**src/ckb_pkg.sv**
```systemverilog
// ----------------------------------------------------------------------------
// ckb_pkg
// Shared types and constants of the color keyed clipped blit core.
// ----------------------------------------------------------------------------
`default_nettype none

package ckb_pkg;

	// configuration port widths
	localparam int CFG_IDX_W  = 3;
	localparam int CFG_DATA_W = 17;

	// item field widths
	localparam int PIX_W  = 16;
	localparam int CNT_W  = 11;
	localparam int ADDR_W = 18;
	localparam int POS_W  = 13;

	// entries of the queue between front and back
	localparam int QDEPTH = 4;

	// register indexes
	typedef enum logic [CFG_IDX_W-1:0] {
		REG_DEST_WIDTH  = 3'd0,
		REG_DEST_X      = 3'd1,
		REG_DEST_Y      = 3'd2,
		REG_COLOR_KEY   = 3'd3,
		REG_CLIP_LEFT   = 3'd4,
		REG_CLIP_TOP    = 3'd5,
		REG_CLIP_RIGHT  = 3'd6,
		REG_CLIP_BOTTOM = 3'd7
	} reg_idx_t;

	// register file contents
	typedef struct packed {
		logic        [10:0] dest_width;
		logic signed [11:0] dest_x;
		logic signed [11:0] dest_y;
		logic signed [16:0] color_key;
		logic signed [11:0] clip_left;
		logic signed [11:0] clip_top;
		logic signed [11:0] clip_right;
		logic signed [11:0] clip_bottom;
	} cfg_t;

	// one visible pixel waiting for its address
	typedef struct packed {
		logic [CNT_W-1:0] row;
		logic [CNT_W-1:0] col;
		logic [PIX_W-1:0] pixel;
	} q_entry_t;

	// queue status seen by front and back
	typedef struct packed {
		logic full;
		logic nonempty;
	} q_stat_t;

endpackage

`default_nettype wire

```
**src/ckb_ifs.sv**
```systemverilog
// ----------------------------------------------------------------------------
// ckb_ifs
// Valid/ready channels of the blit core: pixel in, write out, config write.
// ----------------------------------------------------------------------------
`default_nettype none

interface ckb_pix_if;
	logic        valid;
	logic        ready;
	logic [15:0] pixel;
	logic        end_of_row;
	logic        end_of_image;
	modport source (output valid, pixel, end_of_row, end_of_image, input ready);
	modport sink   (input valid, pixel, end_of_row, end_of_image, output ready);
endinterface

interface ckb_wr_if;
	logic        valid;
	logic        ready;
	logic [17:0] write_address;
	logic [15:0] write_data;
	modport source (output valid, write_address, write_data, input ready);
	modport sink   (input valid, write_address, write_data, output ready);
endinterface

interface ckb_cfg_if;
	logic        valid;
	logic        ready;
	logic [2:0]  index;
	logic [16:0] data;
	modport source (output valid, index, data, input ready);
	modport sink   (input valid, index, data, output ready);
endinterface

`default_nettype wire

```
**src/ckb_queue.sv**
```systemverilog
// ----------------------------------------------------------------------------
// ckb_queue
// Short register queue between the pixel front and the address back.
// ----------------------------------------------------------------------------
`default_nettype none

module ckb_queue #(
	parameter int DEPTH = 4
) (
	input  wire logic             clk,
	input  wire logic             arst_n,
	input  wire logic             push,
	input  wire ckb_pkg::q_entry_t push_data,
	input  wire logic             pop,
	output ckb_pkg::q_entry_t     head,
	output ckb_pkg::q_stat_t      stat
);

	localparam int PTR_W = (DEPTH > 1) ? $clog2(DEPTH) : 1;
	localparam int CNT_W = $clog2(DEPTH + 1);

	ckb_pkg::q_entry_t  mem_q [DEPTH];
	logic [PTR_W-1:0]   wr_ptr_q;
	logic [PTR_W-1:0]   rd_ptr_q;
	logic [CNT_W-1:0]   count_q;

	// storage
	always_ff @(posedge clk) begin
		if (push) begin
			mem_q[wr_ptr_q] <= push_data;
		end
	end

	// pointers and fill count
	always_ff @(posedge clk or negedge arst_n) begin
		if (!arst_n) begin
			wr_ptr_q <= '0;
			rd_ptr_q <= '0;
			count_q  <= '0;
		end else begin
			if (push) begin
				wr_ptr_q <= (wr_ptr_q == PTR_W'(DEPTH - 1)) ? '0 : wr_ptr_q + 1'b1;
			end
			if (pop) begin
				rd_ptr_q <= (rd_ptr_q == PTR_W'(DEPTH - 1)) ? '0 : rd_ptr_q + 1'b1;
			end
			if (push && !pop) begin
				count_q <= count_q + 1'b1;
			end else if (pop && !push) begin
				count_q <= count_q - 1'b1;
			end
		end
	end

	assign head          = mem_q[rd_ptr_q];
	assign stat.full     = (count_q == CNT_W'(DEPTH));
	assign stat.nonempty = (count_q != '0);

endmodule

`default_nettype wire

```
**src/ckb_front.sv**
```systemverilog
// ----------------------------------------------------------------------------
// ckb_front
// Source counters, destination position, clip and color key test.
// ----------------------------------------------------------------------------
`default_nettype none

module ckb_front #(
	parameter int DEST_ROWS = 256
) (
	input  wire logic          clk,
	input  wire logic          arst_n,
	input  wire ckb_pkg::cfg_t cfg,
	input  wire ckb_pkg::q_stat_t qstat,
	ckb_pix_if.sink            pix,
	output logic               push,
	output ckb_pkg::q_entry_t  push_data
);

	localparam logic signed [ckb_pkg::POS_W-1:0] ROWS_S = ckb_pkg::POS_W'(DEST_ROWS);

	logic [ckb_pkg::CNT_W-1:0] col_q;
	logic [ckb_pkg::CNT_W-1:0] row_q;

	logic                             accept;
	logic signed [ckb_pkg::POS_W-1:0] tx, ty;
	logic signed [ckb_pkg::POS_W-1:0] cx0, cy0, cx1, cy1;
	logic signed [ckb_pkg::POS_W-1:0] cr, cb, dw;
	logic                             visible;
	logic                             key_hit;

	assign pix.ready = !qstat.full;
	assign accept    = pix.valid && pix.ready;

	// destination position
	always_comb begin
		tx = $signed({cfg.dest_x[11], cfg.dest_x}) + $signed({2'b00, col_q});
		ty = $signed({cfg.dest_y[11], cfg.dest_y}) + $signed({2'b00, row_q});
	end

	// effective clip rectangle
	always_comb begin
		cx0 = cfg.clip_left[11] ? '0 : $signed({1'b0, cfg.clip_left});
		cy0 = cfg.clip_top[11]  ? '0 : $signed({1'b0, cfg.clip_top});
		cr  = $signed({cfg.clip_right[11], cfg.clip_right});
		cb  = $signed({cfg.clip_bottom[11], cfg.clip_bottom});
		dw  = $signed({2'b00, cfg.dest_width});
		cx1 = (cr > dw) ? dw : cr;
		cy1 = (cb > ROWS_S) ? ROWS_S : cb;
	end

	// visibility and transparent key
	assign visible = (tx >= cx0) && (tx < cx1) && (ty >= cy0) && (ty < cy1);
	assign key_hit = !cfg.color_key[16] && (pix.pixel == cfg.color_key[15:0]);

	assign push            = accept && visible && !key_hit;
	assign push_data.row   = ty[ckb_pkg::CNT_W-1:0];
	assign push_data.col   = tx[ckb_pkg::CNT_W-1:0];
	assign push_data.pixel = pix.pixel;

	// source column and row counters
	always_ff @(posedge clk or negedge arst_n) begin
		if (!arst_n) begin
			col_q <= '0;
			row_q <= '0;
		end else if (accept) begin
			priority if (pix.end_of_image) begin
				col_q <= '0;
				row_q <= '0;
			end else if (pix.end_of_row) begin
				col_q <= '0;
				row_q <= row_q + 1'b1;
			end else begin
				col_q <= col_q + 1'b1;
			end
		end
	end

endmodule

`default_nettype wire

```
**src/ckb_back.sv**
```systemverilog
// ----------------------------------------------------------------------------
// ckb_back
// Linear address of each queued pixel: multiply stage, then add and output.
// ----------------------------------------------------------------------------
`default_nettype none

module ckb_back (
	input  wire logic          clk,
	input  wire logic          arst_n,
	input  wire ckb_pkg::cfg_t cfg,
	input  wire ckb_pkg::q_stat_t qstat,
	input  wire ckb_pkg::q_entry_t head,
	output logic               pop,
	ckb_wr_if.source           wr
);

	localparam int PROD_W = 2 * ckb_pkg::CNT_W;

	logic                      v_s1;
	logic [PROD_W-1:0]         prod_s1;
	logic [ckb_pkg::CNT_W-1:0] col_s1;
	logic [ckb_pkg::PIX_W-1:0] pixel_s1;

	logic                      v_s2;
	logic [ckb_pkg::ADDR_W-1:0] addr_s2;
	logic [ckb_pkg::PIX_W-1:0] data_s2;

	logic adv1, adv2;
	logic [PROD_W-1:0] sum;

	// stage advance under output stall
	assign adv2 = !v_s2 || wr.ready;
	assign adv1 = !v_s1 || adv2;
	assign pop  = qstat.nonempty && adv1;

	assign sum = prod_s1 + PROD_W'(col_s1);

	// valid bits
	always_ff @(posedge clk or negedge arst_n) begin
		if (!arst_n) begin
			v_s1 <= 1'b0;
			v_s2 <= 1'b0;
		end else begin
			if (adv1) begin
				v_s1 <= qstat.nonempty;
			end
			if (adv2) begin
				v_s2 <= v_s1;
			end
		end
	end

	// row times width, then column added
	always_ff @(posedge clk) begin
		if (pop) begin
			prod_s1  <= head.row * cfg.dest_width;
			col_s1   <= head.col;
			pixel_s1 <= head.pixel;
		end
		if (adv2 && v_s1) begin
			addr_s2 <= sum[ckb_pkg::ADDR_W-1:0];
			data_s2 <= pixel_s1;
		end
	end

	assign wr.valid         = v_s2;
	assign wr.write_address = addr_s2;
	assign wr.write_data    = data_s2;

endmodule

`default_nettype wire

```
**src/color_keyed_clipped_blit_core.sv**
```systemverilog
// ----------------------------------------------------------------------------
// color_keyed_clipped_blit_core
// Clipped, color keyed blit of an RGB565 stream into linear framebuffer writes.
//
//   channel | dir | payload                          | handshake
//   pix     | in  | pixel, end_of_row, end_of_image  | valid/ready
//   wr      | out | write_address, write_data        | valid/ready
//   cfg     | in  | index, data                      | valid/ready (ready high)
//
// One pixel request per cycle while the queue is not full; the front classifies it
// in the accept cycle. A visible pixel passes the queue, the multiply stage and the
// add stage to the write port; the multiplier paces the back at one per cycle when
// writes are not stalled. A 4 entry queue lets the front keep taking pixels while
// writes are stalled; pixel ready drops only when it is full. Reset restores register
// defaults and clears the source counters and all valid state at once.
// ----------------------------------------------------------------------------
`default_nettype none

module color_keyed_clipped_blit_core #(
	parameter int DEST_ROWS = 256
) (
	input  wire logic clk,
	input  wire logic arst_n,
	ckb_pix_if.sink   pix,
	ckb_wr_if.source  wr,
	ckb_cfg_if.sink   cfg
);

	ckb_pkg::cfg_t     cfg_q;
	ckb_pkg::q_stat_t  qstat;
	ckb_pkg::q_entry_t push_data;
	ckb_pkg::q_entry_t head;
	logic              push;
	logic              pop;

	assign cfg.ready = 1'b1;

	// configuration registers
	always_ff @(posedge clk or negedge arst_n) begin
		if (!arst_n) begin
			cfg_q.dest_width  <= 11'd320;
			cfg_q.dest_x      <= '0;
			cfg_q.dest_y      <= '0;
			cfg_q.color_key   <= '1;
			cfg_q.clip_left   <= '0;
			cfg_q.clip_top    <= '0;
			cfg_q.clip_right  <= 12'sd320;
			cfg_q.clip_bottom <= 12'sd240;
		end else if (cfg.valid && cfg.ready) begin
			unique case (ckb_pkg::reg_idx_t'(cfg.index))
				ckb_pkg::REG_DEST_WIDTH:  cfg_q.dest_width  <= cfg.data[10:0];
				ckb_pkg::REG_DEST_X:      cfg_q.dest_x      <= cfg.data[11:0];
				ckb_pkg::REG_DEST_Y:      cfg_q.dest_y      <= cfg.data[11:0];
				ckb_pkg::REG_COLOR_KEY:   cfg_q.color_key   <= cfg.data;
				ckb_pkg::REG_CLIP_LEFT:   cfg_q.clip_left   <= cfg.data[11:0];
				ckb_pkg::REG_CLIP_TOP:    cfg_q.clip_top    <= cfg.data[11:0];
				ckb_pkg::REG_CLIP_RIGHT:  cfg_q.clip_right  <= cfg.data[11:0];
				ckb_pkg::REG_CLIP_BOTTOM: cfg_q.clip_bottom <= cfg.data[11:0];
				default: ;
			endcase
		end
	end

	// classify pixels
	ckb_front #(
		.DEST_ROWS (DEST_ROWS)
	) u_front (
		.clk       (clk),
		.arst_n    (arst_n),
		.cfg       (cfg_q),
		.qstat     (qstat),
		.pix       (pix),
		.push      (push),
		.push_data (push_data)
	);

	// decoupling queue
	ckb_queue #(
		.DEPTH (ckb_pkg::QDEPTH)
	) u_queue (
		.clk       (clk),
		.arst_n    (arst_n),
		.push      (push),
		.push_data (push_data),
		.pop       (pop),
		.head      (head),
		.stat      (qstat)
	);

	// address generation and write port
	ckb_back u_back (
		.clk    (clk),
		.arst_n (arst_n),
		.cfg    (cfg_q),
		.qstat  (qstat),
		.head   (head),
		.pop    (pop),
		.wr     (wr)
	);

endmodule

`default_nettype wire

```
**src/flat_wrapper.sv**
```systemverilog
// flat-port wrapper written by rule: the top's interface ports become plain ports
module color_keyed_clipped_blit_core_flat 
#(
	parameter int DEST_ROWS = 256
)
  (clk, arst_n, pix_valid, pix_pixel, pix_end_of_row, pix_end_of_image, pix_ready, wr_valid, wr_write_address, wr_write_data, wr_ready, cfg_valid, cfg_index, cfg_data, cfg_ready);
  ckb_pix_if pix_i ();
  ckb_wr_if wr_i ();
  ckb_cfg_if cfg_i ();
  input  wire logic clk;
  input  wire logic arst_n;
  input wire logic [$bits(pix_i.valid)-1:0] pix_valid;
  input wire logic [$bits(pix_i.pixel)-1:0] pix_pixel;
  input wire logic [$bits(pix_i.end_of_row)-1:0] pix_end_of_row;
  input wire logic [$bits(pix_i.end_of_image)-1:0] pix_end_of_image;
  output wire logic [$bits(pix_i.ready)-1:0] pix_ready;
  output wire logic [$bits(wr_i.valid)-1:0] wr_valid;
  output wire logic [$bits(wr_i.write_address)-1:0] wr_write_address;
  output wire logic [$bits(wr_i.write_data)-1:0] wr_write_data;
  input wire logic [$bits(wr_i.ready)-1:0] wr_ready;
  input wire logic [$bits(cfg_i.valid)-1:0] cfg_valid;
  input wire logic [$bits(cfg_i.index)-1:0] cfg_index;
  input wire logic [$bits(cfg_i.data)-1:0] cfg_data;
  output wire logic [$bits(cfg_i.ready)-1:0] cfg_ready;
  assign pix_i.valid = pix_valid;
  assign pix_i.pixel = pix_pixel;
  assign pix_i.end_of_row = pix_end_of_row;
  assign pix_i.end_of_image = pix_end_of_image;
  assign pix_ready = pix_i.ready;
  assign wr_valid = wr_i.valid;
  assign wr_write_address = wr_i.write_address;
  assign wr_write_data = wr_i.write_data;
  assign wr_i.ready = wr_ready;
  assign cfg_i.valid = cfg_valid;
  assign cfg_i.index = cfg_index;
  assign cfg_i.data = cfg_data;
  assign cfg_ready = cfg_i.ready;
  color_keyed_clipped_blit_core #(.DEST_ROWS(DEST_ROWS)) u_core (.clk(clk), .arst_n(arst_n), .pix(pix_i), .wr(wr_i), .cfg(cfg_i));
endmodule
```
**config.mk**
```make
export PLATFORM = sky130hd
export DESIGN_NAME = color_keyed_clipped_blit_core_flat
export DESIGN_NICKNAME = d
export VERILOG_FILES = /design/src/ckb_pkg.sv /design/src/ckb_ifs.sv /design/src/ckb_queue.sv /design/src/ckb_front.sv /design/src/ckb_back.sv /design/src/color_keyed_clipped_blit_core.sv /design/src/flat_wrapper.sv
export SDC_FILE = /design/constraint.sdc
export NUM_CORES = 1
export LEC_CHECK = 0
export ABC_CLOCK_PERIOD_IN_PS = 18020
export BUFFER_PORTS_ARGS = -buffer_cell sky130_fd_sc_hd__clkbuf_2
export CAP_MARGIN = 20
export CORE_MARGIN = 5
export CORE_UTILIZATION = 35
export DETAILED_ROUTE_END_ITERATION = 10
export GPL_TIMING_DRIVEN = 0
export PLACE_DENSITY_LB_ADDON = 0.12
export SKIP_CTS_REPAIR_TIMING = 1
export SLEW_MARGIN = 0
export SYNTH_ARGS = -nofsm -noshare
export SYNTH_HDL_FRONTEND = slang
export SYNTH_HIERARCHICAL = 1
export SYNTH_SLANG_ARGS = --single-unit
```
**constraint.sdc**
```tcl
create_clock -name clk -period 18.02 [get_ports clk]
set_input_delay 3.604 -clock clk [delete_from_list [all_inputs] [get_ports clk]]
set_output_delay 3.604 -clock clk [all_outputs]
set_load 0.03 [all_outputs]
```
==> results of run 1 <==
==> critical path, stage by stage, from the launching register on <==
cell and delay [ns]:
dfrtp_1 0.38, buf_4 0.24, buf_2 0.32, mux4_2 0.32, clkbuf_1 0.48, nand2_1 0.17
fa_1 0.56, inv_1 0.05, fa_1 0.51, fa_1 0.44, fa_1 0.54, inv_1 0.05
fa_1 0.53, inv_1 0.04, ha_1 0.36, a21o_1 0.22, a2111oi_0 0.38, a21oi_1 0.17
a31oi_1 0.22, xnor2_1 0.10
==> synth_stat cells (5+ instances only) <==
| cell type | instances | share of area |
|---|---|---|
| and2_1 | 60 | 0.018 |
| or3_1 | 6 | 0.0018 |
| nor4_1 | 9 | 0.0028 |
| dfrtp_1 | 106 | 0.13 |
| o21ai_0 | 31 | 0.0076 |
| nor2_1 | 65 | 0.012 |
| fa_1 | 79 | 0.077 |
| nand2b_1 | 34 | 0.010 |
| nand4_1 | 12 | 0.0037 |
| a211oi_1 | 9 | 0.0033 |
| nand2_1 | 109 | 0.020 |
| clkbuf_1 | 21 | 0.0039 |
| a21oi_1 | 41 | 0.010 |
| nor3b_1 | 9 | 0.0033 |
| a21boi_0 | 5 | 0.0018 |
| a21o_1 | 13 | 0.0048 |
| dfstp_2 | 25 | 0.032 |
| o21a_1 | 12 | 0.0044 |
| buf_2 | 8 | 0.0020 |
| xnor2_1 | 38 | 0.016 |
| mux2i_1 | 12 | 0.0059 |
| and3_1 | 7 | 0.0021 |
| nand3_1 | 20 | 0.0049 |
| inv_1 | 145 | 0.027 |
| mux4_2 | 38 | 0.042 |
| nor2b_1 | 12 | 0.0037 |
| nor3_1 | 22 | 0.0054 |
| edfxtp_1 | 231 | 0.34 |
| xor2_1 | 42 | 0.018 |
| ha_1 | 141 | 0.086 |
| mux2_2 | 101 | 0.056 |
| buf_4 | 22 | 0.0081 |
==> stage by stage <==
stage	setup WS, ns	hold slack (ns)	instances	instance area [um^2]	utilization
detailed placement	11.27	0.406	2410	22000	0.380
global placement	7.19	0.403	2403	21800	0.377
global route	11.26	0.424	2489	23300	0.403
floorplan	9.52	0.400	1560	20400	-
CTS	11.61	0.419	2489	23300	0.403
finish	11.65	0.417	2489	23300	0.403
==> final timing paths <==
| path | depth (start not counted) | start | to | slack [ns] |
|---|---|---|---|---|
| max | 19 | u_core/u_queue/rd_ptr_q[1] | u_core/u_back/prod_s1[17] | 11.65 |
| min | 0 | u_core/u_back/pixel_s1[9] | u_core/u_back/wr.write_data[9] | 0.42 |
| max reg2reg | 19 | u_core/u_queue/rd_ptr_q[1] | u_core/u_back/prod_s1[17] | 11.65 |
| min reg2reg | 0 | u_core/u_back/pixel_s1[9] | u_core/u_back/wr.write_data[9] | 0.42 |
| max in group asynchronous | 2 | arst_n | u_core/cfg_q[56] | 14.16 |
| min in group asynchronous | 1 | arst_n | u_core/u_front/col_q[4] | 3.05 |
==> flip-flops by register name, summed over array words and instances (netlist names), 2 cells and up <==
signal	count
u_core/u_back/pixel_s1	16
u_core/u_back/prod_s1	18
u_core/u_back/wr.write_data	16
u_core/u_queue/count_q	3
u_core/u_queue/wr_ptr_q	2
u_core/u_front/row_q	11
u_core/u_queue/mem_q	152
u_core/u_queue/rd_ptr_q	2
u_core/u_back/col_s1	11
u_core/u_back/wr.write_address	18
u_core/u_front/col_q	11
u_core/cfg_q	100
==> layout make-up <==
cell class | instances | share of cell area
multi-input cells | 996 | 0.398
flip-flops and latches | 362 | 0.439
repair buffers | 85 | 0.0228
inverters | 145 | 0.0233
clock inverters | 9 | 0.00596
clock buffers | 70 | 0.0526
well taps | 765 | 0.0410
plain buffers | 57 | 0.0166
==> metal layers <==
| metal | share of wire | vias to the layer above |
|---|---|---|
| li1 | - | 5799 |
| met1 | 0.49 | 6160 |
| met2 | 0.46 | 171 |
| met3 | 0.039 | 57 |
| met4 | 0.018 | 0 |
| met5 | 0 | - |
==> cells by family (layout without fill, tap and decap cells) <==
group,count (synthesis),count (layout),share of synthesized area
xor gates and xnor gates,80,80,0.0343
other,1,1,0.000183
muxes,154,154,0.105
adders and majority gates,220,220,0.164
buffers and inverters,202,366,0.0455
DFF,362,362,0.501
AOI/OAI and AO/OA,157,157,0.0521
and+or+nand+nor,384,384,0.0982
==> flow_summary.json, run 1 <==
{
  "startpoint_type": "flop",
  "rsz0062_at_grt": "no",
  "globalRoute.busiestLayer": "met2",
  "path_max_fanout": 10,
  "transition_time_at_the_pin_with_the_least_slew_margin_ns": 1.09,
  "num_antenna_cells": 0,
  "final.min_clock_period_ns": 6.37,
  "multi_input_comb_area_mm2": 0.00929,
  "finalClockSkew_ns": 0.0202,
  "grt.met1_usage": 0.214,
  "synth.ff_latch_count": 362,
  "groute.usage.overall": 0.150,
  "routed_wire_length_per_instance_um": 18.8,
  "finalMaxSlewViolations": 0,
  "design.core.area_mm2": 0.0578,
  "netlist_area_mm2": 0.0204,
  "syn_avg_cell_area_um2": 13.1,
  "hold_viol_final": 0,
  "clock_latency_on_the_worst_skew_pair_ns": 0.58,
  "synth_edf_count": 231,
  "num-fill-cells": 5486,
  "clock_sink_count": 362,
  "fin_setup_tns_ns": 0,
  "horizontal_extent_of_the_die_um": 252,
  "first_iter_violations": 466,
  "globalRouteMet2Util": 0.240,
  "dp_hpwl_um": 34100,
  "synthArstFlopShare": 0.362,
  "clkSlewWorstSetupHoldPaths_ns": 0.06,
  "drtPass1Iterations": 5,
  "synthesis.nets": 1823,
  "die-area_mm2": 0.0634,
  "wire_length_of_the_first_global_routing_pass_um": 74100,
  "viasPerCell": 4.90,
  "clock_tree.root_cell": "clkbuf_16",
  "synthesis.yosys.warnings": 6,
  "cts-htree-levels": 2,
  "core.rowCount": 88,
  "fp.dieH_um": 252,
  "wl_um": 46700,
  "dominant_register_cell_in_the_synthesized_netlist": "edfxtp_1",
  "route.detailed.drc": 0,
  "route.antenna.remaining_nets": 0,
  "pin_count": 80,
  "relative_slew_slack": 0.269,
  "final_nets": 1953,
  "ff_latch_area_mm2": 0.0102,
  "crit_arrival_ns": 6.67,
  "fmax_mhz": 157,
  "final_common_cell": "edfxtp_1",
  "criticalPathCategory": "reg -> reg",
  "final_min_period_over_clock_period": 0.354,
  "grt_overflow_total": 0,
  "globalRouteMet3Util": 0.0280,
  "area_delta_synth_final_pct": 14.0,
  "layout.cells.most_common_list": "edfxtp_1, inv_1, ha_1",
  "status": "completed",
  "grt_start_max_net_pins": 69,
  "end_kind": "flop",
  "yosysUniqueCellTypes": 72,
  "final_layout_size_suffix_gt1_frac": 0.212,
  "min_path_type": "reg -> reg",
  "maxCapViolCount": 0,
  "initial_utilization": 0.354,
  "cts-root-to-sink-buffers": 3,
  "cts_buffers": 43,
  "mapped_cells": 1560,
  "route.vias.total": 12200,
  "initial_antenna_violation_count": 4,
  "required_ns": 18.32,
  "place.port_buffers": 78,
  "first_global_vias": 12800,
  "setup-violations-final": 0,
  "synth-seq-area-share": 0.501,
  "global_placer_s_final_weighted_congestion": 0.791,
  "tritoncts": "built"
}
Power of run 1 is left out: the tool's default activity adds up to more than one toggle a clock period on the data nets, which glitch-free logic cannot reach.
==> inputs of run 2 (changes only) <==
Settings changed: ABC_CLOCK_PERIOD_IN_PS 18020 to 6000.
Clock period 18.02 ns to 6 ns, I/O delays scaled along.
==> run 2 against run 1 <==
Compared with the run above: die area stayed put; core utilization is 0.13 points higher; design area is 0.31% higher; setup slack worse by 11 ns; worst hold slack worse by 0.0069 ns; first-iteration DRC count is 21% higher; global-route usage is 0.11 points higher; sequential cell count stayed put; critical endpoint unchanged; highest routed layer unchanged.
==> flow_summary.json, run 2 (synthesis results as in run 1) <==
{
  "cpMaxStageDelayCell": "mux4_2",
  "cpLargestDelayFamily": "adder cells",
  "dp_slack_ns": -0.469,
  "path_cells": "buf_6, buf_12, mux4_2, nand2_1, fa_1, inv_1, fa_1, fa_1, fa_1, inv_1, fa_1, inv_1, ha_2, a21o_1, a2111oi_2, a21oi_1, a31oi_1, xnor2_1",
  "fin_cells": 2492,
  "worst_case_setup_margin_in_the_final_layout_ns": 0.217,
  "route.antenna.remaining_nets": 0,
  "final_min_period_over_clock_period": 0.964,
  "wire_length_of_the_first_global_routing_pass_um": 74800,
  "number_of_flip_flops_under_the_largest_register_name": 152,
  "die-area_mm2": 0.0634,
  "max_stage_delay_ns": 0.57,
  "grt_start_max_net_pins": 92,
  "final_layout_size_suffix_gt1_frac": 0.224,
  "initial_utilization": 0.354,
  "crit_arrival_ns": 6.08,
  "tritoncts": "built",
  "min_path_type": "reg -> reg",
  "path_max_fanout": 11,
  "final_common_cell": "edfxtp_1",
  "clock_sink_count": 362,
  "status": "completed",
  "first_global_vias": 12800,
  "setup-violations-final": 0,
  "cts_buffers": 42,
  "post-route-cell-area_mm2": 0.0234,
  "criticalPathCategory": "reg -> reg",
  "worst_path_most_repeated_cell": "fa_1",
  "clock_latency_on_the_worst_skew_pair_ns": 0.56,
  "clkSlewWorstSetupHoldPaths_ns": 0.06,
  "register_containing_the_most_flip_flops_in_the_final_layout": "u_core/u_queue/mem_q",
  "dp_hpwl_um": 34400,
  "worst-path-buf-inv": 5,
  "startpoint_type": "flop",
  "place.port_buffers": 78,
  "drtPass1Iterations": 5,
  "route.detailed.drc": 0,
  "design.core.area_mm2": 0.0578,
  "maxCapViolCount": 0,
  "initial_antenna_violation_count": 5,
  "area_delta_synth_final_pct": 14.4,
  "regs_by_ff_count": "u_core/u_queue/mem_q: 152 flops, u_core/cfg_q: 100 flops",
  "viasPerCell": 4.84,
  "cts-root-to-sink-buffers": 3,
  "fin_setup_tns_ns": 0,
  "placement.cell_area_mm2": 0.0220,
  "cts-htree-levels": 2,
  "grt_overflow_total": 0,
  "fp.dieH_um": 252,
  "layout.cells.most_common_list": "edfxtp_1, inv_1, ha_1",
  "wl_um": 46900,
  "final.min_clock_period_ns": 5.78,
  "fmax_mhz": 173,
  "horizontal_extent_of_the_die_um": 252,
  "global_placer_s_final_weighted_congestion": 0.805,
  "required_ns": 6.29,
  "core.rowCount": 88,
  "clock_tree.root_cell": "clkbuf_16",
  "place.detailed.instances": 2410,
  "num-fill-cells": 5475,
  "hold_viol_final": 0,
  "first_iter_violations": 564,
  "routed_wire_length_per_instance_um": 18.8,
  "end_kind": "flop",
  "pin_count": 80,
  "transition_time_at_the_pin_with_the_least_slew_margin_ns": 1.00,
  "rsz0062_at_grt": "no",
  "final_nets": 1957,
  "finalClockSkew_ns": 0.0122,
  "groute.usage.overall": 0.151,
  "relative_slew_slack": 0.327,
  "num_antenna_cells": 0,
  "route.vias.total": 12100,
  "finalMaxSlewViolations": 0
}
run 2: path summary, 6_finish.rpt:
check	startpoint	to	slack, ns	cells past startpoint
max	u_core/u_queue/rd_ptr_q[0]	u_core/u_back/prod_s1[17]	0.22	18
min	u_core/u_back/pixel_s1[14]	u_core/u_back/wr.write_data[14]	0.41	0
max reg2reg	u_core/u_queue/rd_ptr_q[0]	u_core/u_back/prod_s1[17]	0.22	18
min reg2reg	u_core/u_back/pixel_s1[14]	u_core/u_back/wr.write_data[14]	0.41	0
max in group asynchronous	arst_n	u_core/cfg_q[60]	4.59	2
min in group asynchronous	arst_n	u_core/u_front/col_q[7]	0.58	1
run 2: layout make-up:
| cell class | instances | area (um^2) | area share |
|---|---|---|---|
| Clock inverter | 14 | 136 | 0.00583 |
| Clock buffer | 63 | 1190 | 0.0509 |
| Timing Repair Buffer | 94 | 599 | 0.0256 |
| Sequential cell | 362 | 10200 | 0.438 |
| Inverter | 145 | 544 | 0.0233 |
| Multi-Input combinational cell | 996 | 9320 | 0.398 |
| Tap cell | 765 | 957 | 0.0409 |
| Buffer | 53 | 400 | 0.0171 |
run 2: per-stage QoR:
stage	hold slack [ns]	utilization
after global placement	0.403	0.377
after global routing	0.418	0.405
final	0.410	0.405
after floorplan	0.400	-
after detailed placement	0.405	0.380
after CTS	0.415	0.403
run 2: metal layers:
metal,wire (um),part of all wire,global-route usage
met5,0,0,0
met4,1090,0.023,0.0416
met3,1540,0.033,0.0235
met2,21600,0.46,0.244
met1,22700,0.48,0.213
Power of run 2 is left out for the same reason.
==> inputs of run 3 (changes only) <==
Settings changed: ABC_AREA from default to 1, CORE_UTILIZATION 35 to 50, CTS_CLUSTER_DIAMETER from default to 30.
==> run 3 against run 2 <==
Compared with the run above: maximum frequency is 0.97% higher; register-to-register slack better by 0.06 ns; setup slack better by 0.056 ns; sequential cell count stayed put; non-clock buffer count is 24 higher; largest cell class unchanged.
==> flow_summary.json, run 3 <==
{
  "yosysUniqueCellTypes": 53,
  "synth-seq-area-share": 0.468,
  "horizontal_extent_of_the_die_um": 219,
  "finalMaxSlewViolations": 0,
  "hold_viol_final": 0,
  "fin_cells": 3172,
  "fp.dieH_um": 219,
  "ff2ff_path_depth": 26,
  "pin_count": 80,
  "status": "completed",
  "synthesis.nets": 2624,
  "groute.usage.overall": 0.224,
  "cts-root-to-sink-buffers": 3,
  "grt_start_max_net_pins": 70,
  "drtPass1Iterations": 5,
  "cts-htree-levels": 3,
  "final_min_period_over_clock_period": 0.955,
  "synthesis.yosys.warnings": 6,
  "finalClockSkew_ns": 0.0311,
  "route.detailed.drc": 0,
  "clock_latency_on_the_worst_skew_pair_ns": 0.60,
  "cts_buffers": 82,
  "placement.cell_area_mm2": 0.0231,
  "mapped_cells": 2361,
  "viasPerCell": 5.09,
  "fmax_mhz": 175,
  "place.port_buffers": 67,
  "die-area_mm2": 0.0481,
  "route.antenna.remaining_nets": 0,
  "final_common_cell": "nand2_1",
  "synth.ff_latch_count": 362,
  "design.core.area_mm2": 0.0432,
  "clock_sink_count": 362,
  "area_delta_synth_final_pct": 18.8,
  "syn_avg_cell_area_um2": 9.28,
  "initial_antenna_violation_count": 1,
  "synth_edf_count": 231,
  "post-route-cell-area_mm2": 0.0260,
  "synth_top_cells_by_count": "nand2_1, inv_1, edfxtp_1",
  "regs_by_ff_count": "u_core/u_queue/mem_q: 152 flops, u_core/cfg_q: 100 flops",
  "register_containing_the_most_flip_flops_in_the_final_layout": "u_core/u_queue/mem_q",
  "final_layout_size_suffix_gt1_frac": 0.165,
  "post-synth-top-count-cell": "nand2_1",
  "required_ns": 6.31,
  "reg2reg_setup_slack_ns": 0.27,
  "maxCapViolCount": 0,
  "transition_time_at_the_pin_with_the_least_slew_margin_ns": 1.01,
  "synthArstFlopShare": 0.362,
  "wl_um": 52700,
  "grt_overflow_total": 0,
  "critical_path.endpoint": "u_core/u_back/prod_s1[17]",
  "routed_wire_length_per_instance_um": 16.6,
  "wire_length_of_the_first_global_routing_pass_um": 84800,
  "dominant_register_cell_in_the_synthesized_netlist": "edfxtp_1",
  "clock_tree.root_cell": "clkbuf_16",
  "path_max_fanout": 10,
  "first_iter_violations": 1008,
  "criticalPathCategory": "reg -> reg",
  "netlist_area_mm2": 0.0219,
  "relative_slew_slack": 0.327,
  "tritoncts": "built",
  "place.detailed.instances": 3020,
  "yosys.area.top_type_share": 0.317,
  "min_path_type": "reg -> reg",
  "post_synth_main_area_contributors": "edfxtp_1, nand2_1, dfrtp_1",
  "final_nets": 2782,
  "final.min_clock_period_ns": 5.73,
  "crit_arrival_ns": 6.04,
  "clkSlewWorstSetupHoldPaths_ns": 0.05,
  "route.vias.total": 16100,
  "number_of_flip_flops_under_the_largest_register_name": 152,
  "end_kind": "flop",
  "global_placer_s_final_weighted_congestion": 0.876,
  "startpoint_type": "flop",
  "rr_startpoint": "u_core/u_queue/rd_ptr_q[0]",
  "setup-violations-final": 0,
  "synth.largest_area_cell": "edfxtp_1",
  "endpoint_of_the_worst_register_to_register_path": "u_core/u_back/prod_s1[17]",
  "cp-startpoint": "u_core/u_queue/rd_ptr_q[0]",
  "hold_ws_ns": 0.415,
  "layout.cells.most_common_list": "nand2_1, inv_1, edfxtp_1",
  "first_global_vias": 16300,
  "initial_utilization": 0.507,
  "dp_hpwl_um": 38000,
  "core.rowCount": 76
}
-- run 3: worst min-delay path by stage --
stage	from	endpoint	slack (ns)	cells past startpoint
CTS	u_core/u_back/pixel_s1[2]	u_core/u_back/wr.write_data[2]	0.42	0
floorplan	u_core/u_back/pixel_s1[0]	u_core/u_back/wr.write_data[0]	0.40	0
global route	u_core/u_back/pixel_s1[3]	u_core/u_back/wr.write_data[3]	0.43	0
global placement	u_core/u_back/pixel_s1[5]	u_core/u_back/wr.write_data[5]	0.40	0
finish	u_core/u_back/pixel_s1[2]	u_core/u_back/wr.write_data[2]	0.41	0
detailed placement	u_core/u_back/pixel_s1[2]	u_core/u_back/wr.write_data[2]	0.40	0
-- run 3: kinds of logic (layout without fill, tap and decap cells) --
| kind of cell | Yosys count | after routing | share of synthesized area |
|---|---|---|---|
| AND/OR/NAND/NOR | 1018 | 1018 | 0.190 |
| buffers and inverters | 482 | 707 | 0.0921 |
| flip-flops | 362 | 362 | 0.468 |
| AO/OA/AOI/OAI | 228 | 228 | 0.0774 |
| adder cells (fa/ha/maj) | 220 | 220 | 0.153 |
| XOR/XNOR | 50 | 50 | 0.0200 |
| other | 1 | 2 | 0.000171 |
-- run 3: critical path: stages (launching register included) --
cell      delay [ns]
dfrtp_1         0.41
inv_4           0.12
buf_6           0.18
buf_6           0.17
o211ai_1        0.10
nand2_1         0.18
buf_4           0.22
nand2_1         0.10
fa_1            0.55
inv_1           0.05
fa_1            0.47
fa_1            0.52
fa_1            0.54
inv_1           0.05
fa_1            0.52
inv_1           0.04
ha_1            0.34
nand2_1         0.12
inv_1           0.07
nand2_1         0.06
nand2_1         0.06
nand2_1         0.06
nand3_1         0.10
nor2_4          0.16
inv_1           0.05
nand2_1         0.06
nand2_1         0.13
-- run 3: final cells by class --
cell class / count / area, um^2
timing repair buffer: 75 / 499
tap: 585 / 732
inverter: 385 / 1450
fill: 3678 / 17100
multi-input combinational: 1517 / 9690
sequential: 362 / 10200
buffer: 96 / 628
clock inverter: 56 / 626
antenna: 1 / 2.50
clock buffer: 95 / 2150
-- run 3: layer usage --
layer  wire length [um]  GRT usage  share of wire
met5                  0          0              0
met2              25300      0.371           0.48
met3               2810     0.0450          0.053
met4               1100     0.0611          0.021
met1              23500      0.302           0.45
-- run 3: through the flow --
step / setup TNS, ns / util / setup slack, ns
CTS: -0.541 / 0.600 / -0.306
global placement: -0.388 / 0.532 / -0.271
finish: 0 / 0.603 / 0.273
detailed placement: -0.538 / 0.536 / -0.315
floorplan: 0 / - / 0.768
global route: -0.00826 / 0.603 / -0.00826
Power of run 3 is left out for the same reason.
